`src/hw/rtl/lpdr_pkg.sv`:
```
// Shared types and constants for the length-prefix deframer.
package lpdr_pkg;

    localparam int unsigned BYTE_W = 8;
    localparam int unsigned LEN_W  = 16;

    localparam logic [LEN_W-1:0] MAX_LENGTH_RESET = 16'd256;

    localparam logic KIND_PAYLOAD = 1'b0;
    localparam logic KIND_DESYNC  = 1'b1;

    typedef enum logic [1:0] {
        PH_LOW     = 2'd0,
        PH_HIGH    = 2'd1,
        PH_PAYLOAD = 2'd2
    } phase_t;

    typedef struct packed {
        logic              kind;
        logic [BYTE_W-1:0] payload_byte;
        logic              frame_last;
        logic [LEN_W-1:0]  bad_length;
    } result_t;

endpackage

```
`src/hw/rtl/length_prefix_deframer_resync.sv`:
```
// Top level of the length-prefix deframer with byte-wise resynchronization.
//
//  channel   | handshake              | payload
//  ----------+------------------------+-----------------------------------------------
//  input     | in_valid / in_ready    | rx_byte
//  output    | out_valid / out_ready  | kind, payload_byte, frame_last, bad_length
//  config    | cfg_we                 | cfg_wdata (max_length)
//
// One request is taken per cycle while in_ready is high; its result, if any, shows on
// the outputs the next cycle unless the output is stalled.
// The max_length compare and next frame state are combinational, ahead of the output register.
// Reset clears the frame state and loads max_length with 256.
// A stalled output fills one skid entry; in_ready drops only while that entry is held.
module length_prefix_deframer_resync (
    input  logic                        clk,
    input  logic                        rst_n,
    input  logic                        in_valid,
    output logic                        in_ready,
    input  logic [lpdr_pkg::BYTE_W-1:0] rx_byte,
    output logic                        out_valid,
    input  logic                        out_ready,
    output logic                        kind,
    output logic [lpdr_pkg::BYTE_W-1:0] payload_byte,
    output logic                        frame_last,
    output logic [lpdr_pkg::LEN_W-1:0]  bad_length,
    input  logic                        cfg_we,
    input  logic [lpdr_pkg::LEN_W-1:0]  cfg_wdata
);

    logic              accept;
    logic              res_valid;
    lpdr_pkg::result_t res;
    lpdr_pkg::result_t out_data;

    assign accept = in_valid && in_ready;

    lpdr_parse u_parse (
        .clk       (clk),
        .rst_n     (rst_n),
        .accept    (accept),
        .rx_byte   (rx_byte),
        .cfg_we    (cfg_we),
        .cfg_wdata (cfg_wdata),
        .res_valid (res_valid),
        .res       (res)
    );

    lpdr_outbuf u_outbuf (
        .clk        (clk),
        .rst_n      (rst_n),
        .push       (accept && res_valid),
        .push_data  (res),
        .push_ready (in_ready),
        .out_valid  (out_valid),
        .out_ready  (out_ready),
        .out_data   (out_data)
    );

    assign kind         = out_data.kind;
    assign payload_byte = out_data.payload_byte;
    assign frame_last   = out_data.frame_last;
    assign bad_length   = out_data.bad_length;

endmodule

```
`src/hw/rtl/lpdr_parse.sv`:
```
// Header and payload parser: frame state, max_length register and result build.
module lpdr_parse (
    input  logic                              clk,
    input  logic                              rst_n,
    input  logic                              accept,
    input  logic [lpdr_pkg::BYTE_W-1:0]       rx_byte,
    input  logic                              cfg_we,
    input  logic [lpdr_pkg::LEN_W-1:0]        cfg_wdata,
    output logic                              res_valid,
    output lpdr_pkg::result_t                 res
);

    lpdr_pkg::phase_t                  phase_reg, phase_next;
    logic [lpdr_pkg::BYTE_W-1:0]       held_low_reg, held_low_next;
    logic [lpdr_pkg::LEN_W-1:0]        remaining_reg, remaining_next;
    logic [lpdr_pkg::LEN_W-1:0]        max_length_reg;
    logic [lpdr_pkg::LEN_W-1:0]        cand_len;

    assign cand_len = {rx_byte, held_low_reg};

    always_ff @(posedge clk or negedge rst_n)
    begin
        if (!rst_n)
        begin
            phase_reg      <= lpdr_pkg::PH_LOW;
            held_low_reg   <= '0;
            remaining_reg  <= '0;
            max_length_reg <= lpdr_pkg::MAX_LENGTH_RESET;
        end
        else
        begin
            if (accept)
            begin
                phase_reg     <= phase_next;
                held_low_reg  <= held_low_next;
                remaining_reg <= remaining_next;
            end
            if (cfg_we)
            begin
                max_length_reg <= cfg_wdata;
            end
        end
    end

    always_comb
    begin
        phase_next       = phase_reg;
        held_low_next    = held_low_reg;
        remaining_next   = remaining_reg;
        res_valid        = 1'b0;
        res.kind         = lpdr_pkg::KIND_PAYLOAD;
        res.payload_byte = '0;
        res.frame_last   = 1'b0;
        res.bad_length   = '0;
        case (phase_reg)
            lpdr_pkg::PH_HIGH:
            begin
                if (cand_len == '0 || cand_len > max_length_reg)
                begin
                    // drop the first header byte, slide by one
                    held_low_next  = rx_byte;
                    res_valid      = 1'b1;
                    res.kind       = lpdr_pkg::KIND_DESYNC;
                    res.bad_length = cand_len;
                end
                else
                begin
                    remaining_next = cand_len;
                    phase_next     = lpdr_pkg::PH_PAYLOAD;
                end
            end
            lpdr_pkg::PH_PAYLOAD:
            begin
                res_valid        = 1'b1;
                res.payload_byte = rx_byte;
                if (remaining_reg <= lpdr_pkg::LEN_W'(1))
                begin
                    remaining_next = '0;
                    phase_next     = lpdr_pkg::PH_LOW;
                    res.frame_last = 1'b1;
                end
                else
                begin
                    remaining_next = remaining_reg - lpdr_pkg::LEN_W'(1);
                end
            end
            default:
            begin
                held_low_next = rx_byte;
                phase_next    = lpdr_pkg::PH_HIGH;
            end
        endcase
    end

endmodule

```
`src/hw/rtl/lpdr_outbuf.sv`:
```
// Two-entry result buffer: output register plus skid register.
module lpdr_outbuf (
    input  logic              clk,
    input  logic              rst_n,
    input  logic              push,
    input  lpdr_pkg::result_t push_data,
    output logic              push_ready,
    output logic              out_valid,
    input  logic              out_ready,
    output lpdr_pkg::result_t out_data
);

    logic              main_valid_reg;
    logic              skid_valid_reg;
    lpdr_pkg::result_t main_reg;
    lpdr_pkg::result_t skid_reg;
    logic              pop;

    assign pop        = main_valid_reg && out_ready;
    assign push_ready = !skid_valid_reg;
    assign out_valid  = main_valid_reg;
    assign out_data   = main_reg;

    always_ff @(posedge clk or negedge rst_n)
    begin
        if (!rst_n)
        begin
            main_valid_reg <= 1'b0;
            skid_valid_reg <= 1'b0;
        end
        else if (skid_valid_reg)
        begin
            if (pop)
            begin
                skid_valid_reg <= 1'b0;
            end
        end
        else if (pop || !main_valid_reg)
        begin
            main_valid_reg <= push;
        end
        else if (push)
        begin
            skid_valid_reg <= 1'b1;
        end
    end

    always_ff @(posedge clk)
    begin
        if (skid_valid_reg)
        begin
            if (pop)
            begin
                main_reg <= skid_reg;
            end
        end
        else if (pop || !main_valid_reg)
        begin
            if (push)
            begin
                main_reg <= push_data;
            end
        end
        else if (push)
        begin
            skid_reg <= push_data;
        end
    end

endmodule

```
`config.mk`:
```
export PLATFORM = sky130hd
export DESIGN_NAME = length_prefix_deframer_resync
export DESIGN_NICKNAME = d
export VERILOG_FILES = /design/src/hw/rtl/lpdr_pkg.sv /design/src/hw/rtl/length_prefix_deframer_resync.sv /design/src/hw/rtl/lpdr_parse.sv /design/src/hw/rtl/lpdr_outbuf.sv
export SDC_FILE = /design/constraint.sdc
export NUM_CORES = 1
export LEC_CHECK = 0
export ABC_AREA = 0
export BUFFER_PORTS_ARGS = -buffer_cell sky130_fd_sc_hd__buf_4
export CAP_MARGIN = 20
export CORE_MARGIN = 5
export CORE_UTILIZATION = 45
export DETAILED_ROUTE_END_ITERATION = 10
export PLACE_DENSITY = 0.75
export SLEW_MARGIN = 0
export SYNTH_ARGS = -nofsm -noshare
export SYNTH_HDL_FRONTEND = slang
export SYNTH_SLANG_ARGS = --single-unit
```
`constraint.sdc`:
```
create_clock -name clk -period 7.2 [get_ports clk]
set_input_delay 0.36 -clock clk [delete_from_list [all_inputs] [get_ports clk]]
set_output_delay 0.36 -clock clk [all_outputs]
set_load 0.01 [all_outputs]
```
==> key figures <==
Run status
  • Status: complete, no violations

Pwr
  • Combinational Power Share: around 38%
  • Flop pwr share: ~45%
  • Maximum VDD drop: about 0.00016 V
  • Leakage power: between 2 and 2.5 nW
  • P_int: between 1 and 1.5 mW
  • Psw: roughly 0.74 mW
  • Power Density: approximately 370 mW/mm²
  • Sw Ratio: 36.8%
  • Clock power share: approximately 17%

Floorplanning
  • Starting Density: between 40% and 50%
  • Die area: 0.0123 mm²
  • Die W: approximately 110 µm
  • Num rows: 36
  • Core Region: about 0.01 mm²
  • Die H: between 100 and 150 µm
  • # IOs: 57

Logic synthesis
  • Synth Area in Adders: 5.48%
  • Post-synth EDFFs: between 50 and 60
  • Post-synth ARST share: a little under half
  • Most frequent cells after synthesis: edfxtp_1, o21ai_0, dfrtp_1, mux2_2, nand2_1
  • Syn Std Cell Area: around 0.0046 mm²
  • Largest family of logic cells by synthesized area: simple AND/OR/NAND/NOR gates
  • Synth area leaders: edfxtp_1, dfrtp_1, mux2_2
  • Synth warn: 0
  • Top-count cell post-synth: edfxtp_1
  • Avg Inst Size Synth: 11.7 µm²
  • Post-synth top area share: between 30% and 40%
  • Synth Instances: between 300 and 400
  • Xor/xnor share of the synthesized area: 0%
  • Synth Flop Type: edfxtp_1
  • Register bit total from synthesis: 96
  • Seq/Total Area, Yosys: between 50% and 60%
  • Multiplexer share of the synthesized area: 8.63%
  • Synth Net Count: 440
  • Post-synthesis simple-gate area fraction: 12.8%
  • Leading area contributor after synthesis: edfxtp_1
  • Post-synthesis cell type count: 38
  • Synth Area in Compound Gates: between 10% and 20%

Setup path
  • Worst-path cell chain: inv_1, ha_1, nand4_2, nor4_2, a21bo_2, a31oi_1, buf_4, o21ai_0, nor2_2, buf_4
  • Critical path class: reg2reg
  • WP buf/inv: 3
  • Worst Path Arrival: about 3.4 ns
  • CP top delay family: simple AND/OR/NAND/NOR gates
  • Slowest library cell on the worst path: nor2_2
  • Most common cell on crit path: buf_4
  • Largest stage delay, worst path: 0.58 ns
  • CP endpoint kind: register
  • Critical-path maximum fanout: 21
  • Critical Path RT: 7.26 ns
  • Crit path launch type: register

Final layout
  • Area of the multi-input gates: roughly 0.0018 mm²
  • P&R area growth vs syn: 17.3%
  • Fraction of layout instances using a drive strength above 1: a little over a quarter
  • Nets: between 400 and 500
  • Antenna diode count: 0
  • Final Util: around 55%
  • FF+latch area: 0.00266 mm²
  • Fill cell instance count of the final layout: about 860

Placed design
  • Port bufs: 56
  • Dpl ws: 3.70 ns
  • Post-detail-place hpwl: ~7100 µm
  • GP Congestion: ~0.87

Detailed routing
  • Vias: around 3.2k
  • DRT antenna net count: 0
  • Post-Route WL: between 9000 and 10000 µm
  • Vias per inst: roughly 5.5
  • Detailed-route DRC error count: 0
  • Pre-antenna DRT Iters: 4
  • Initial DRC Count: 244
  • Routed wire per std cell: between 15 and 20 µm

STA
  • TNS Setup: 0 ns
  • Slew @ Worst Pin: around 0.91 ns
  • Final slew viol count: 0
  • Rel. slew slack: between 30% and 40%
  • Final worst slack: 3.83 ns
  • Worst Skew: 0.0131 ns
  • Setup repair after global routing missed its margin: false
  • Final Hold Fails: 0
  • Final min period: 3.37 ns
  • Crit share post-route: around 47%
  • Finish-stage setup viols: 0
  • FMAX: around 300 MHz
  • Hold Slack: a little over 0.2 ns

CTS
  • Clk Latency, worst-skew pair: between 0.3 and 0.4 ns
  • Root Driver: clkbuf_8
  • CTS Buf Count: 9
  • Hold_buf cts: 1
  • H-tree Lvls: 3
  • Cts repair resizes: 0
  • Worst-path clk slew: ~0.1 ns
  • Post-CTS Setup Inserts: 0
  • Clock Path Buffers: 2
  • Clock Sinks: 96
  • CTS tree: done

Global routing
  • Via count of the first global-routing pass: 3078
  • Final global-route overflow total: 0
  • GRT Total Usage: between 15 and 20%
  • First-pass GRT wire length: 16300 µm
  • Largest net degree at the start of global routing: 45
  • Antenna violations before repair: 0

Job
  • Max cap viols: 0

Min path
  • Hold Crit Class: in2reg
[layout make-up]
type | instances | area share [%]
Timing Repair Buffer | 61 | 8.97
Clock inverter | 6 | 1.07
Inverter | 27 | 1.89
Multi-Input combinational cell | 253 | 32.7
Tap cell | 133 | 3.11
Sequential cell | 96 | 49.7
Clock buffer | 10 | 2.57
[tightest hold or removal path, cell delays in order]
cell	delay, ns
buf_4	0.08
nand2_1	0.04
o21ai_0	0.06
[metal layers]
metal / GRT usage (%) / vias up / routed length (µm) / part of all wire [%]
met3: 4.26 / 12 / 591 / 6.0
met2: 25.6 / 110 / 4700 / 47
met5: 0 / - / 0 / 0
met1: 23.4 / 1550 / 4500 / 46
met4: 3.53 / 0 / 101 / 1.0
li1: - / 1528 / - / -
[logic make-up after synthesis]
logic type	count (synthesis)
mux	35
buf+inv	42
compound gates	91
flops	96
fa+ha+maj	20
simple gates	107
[path summary, 6_finish.rpt]
| path | startpoint | end | slack [ns] | depth (start not counted) |
|---|---|---|---|---|
| setup / recovery | u_parse.max_length_reg[15]$_DFFE_PN0P_ | u_outbuf.skid_reg[19]$_DFFE_PP_ | 3.83 | 10 |
| hold / removal | cfg_wdata[4] | u_parse.max_length_reg[4]$_DFFE_PN0P_ | 0.21 | 3 |
| setup reg to reg | u_parse.max_length_reg[15]$_DFFE_PN0P_ | u_outbuf.skid_reg[19]$_DFFE_PP_ | 3.83 | 10 |
| hold reg to reg | u_parse.remaining_reg[5]$_DFFE_PN0P_ | u_parse.remaining_reg[5]$_DFFE_PN0P_ | 0.52 | 2 |
| max in group asynchronous | rst_n | u_parse.max_length_reg[8]$_DFFE_PN1P_ | 6.28 | 2 |
| min in group asynchronous | rst_n | u_parse.remaining_reg[5]$_DFFE_PN0P_ | 0.52 | 2 |
[through the flow]
step / power (mW) / cells / instance area (µm²)
final: 2.01 / 586 / 5360
after global routing: 2.14 / 586 / 5360
after CTS: 2.00 / 585 / 5330
after detailed placement: 1.65 / 568 / 5130
after global placement: 1.62 / 568 / 5130
after floorplan: 1.37 / 391 / 4570
[power by group through the flow]
stage	logic, mW	registers [mW]	clock network [mW]
2_1_floorplan	0.472	0.903	0
3_3_place_gp	0.722	0.899	0
3_5_place_dp	0.741	0.908	0
4_1_cts	0.745	0.896	0.358
5_1_grt	0.842	0.916	0.383
6_report	0.757	0.900	0.350
[layout by cell type (no fill, tap or decap), types with 2 or more instances in the layout]
cell,instances
nand4_1,2
nor4bb_1,2
ha_1,20
mux2_2,35
buf_4,59
dfrtp_1,43
a32oi_1,6
nor3_1,8
inv_6,3
o21ai_0,51
nand2_1,30
a21oi_2,2
a22oi_1,4
a21oi_1,20
a31oi_1,2
nor4_1,6
nand2b_1,2
nand4_2,2
edfxtp_1,52
inv_8,2
and3_1,2
and2_1,28
nor2_1,18
inv_1,26
clkbuf_8,10
No activity file was read; power rests on OpenSTA's default activity.
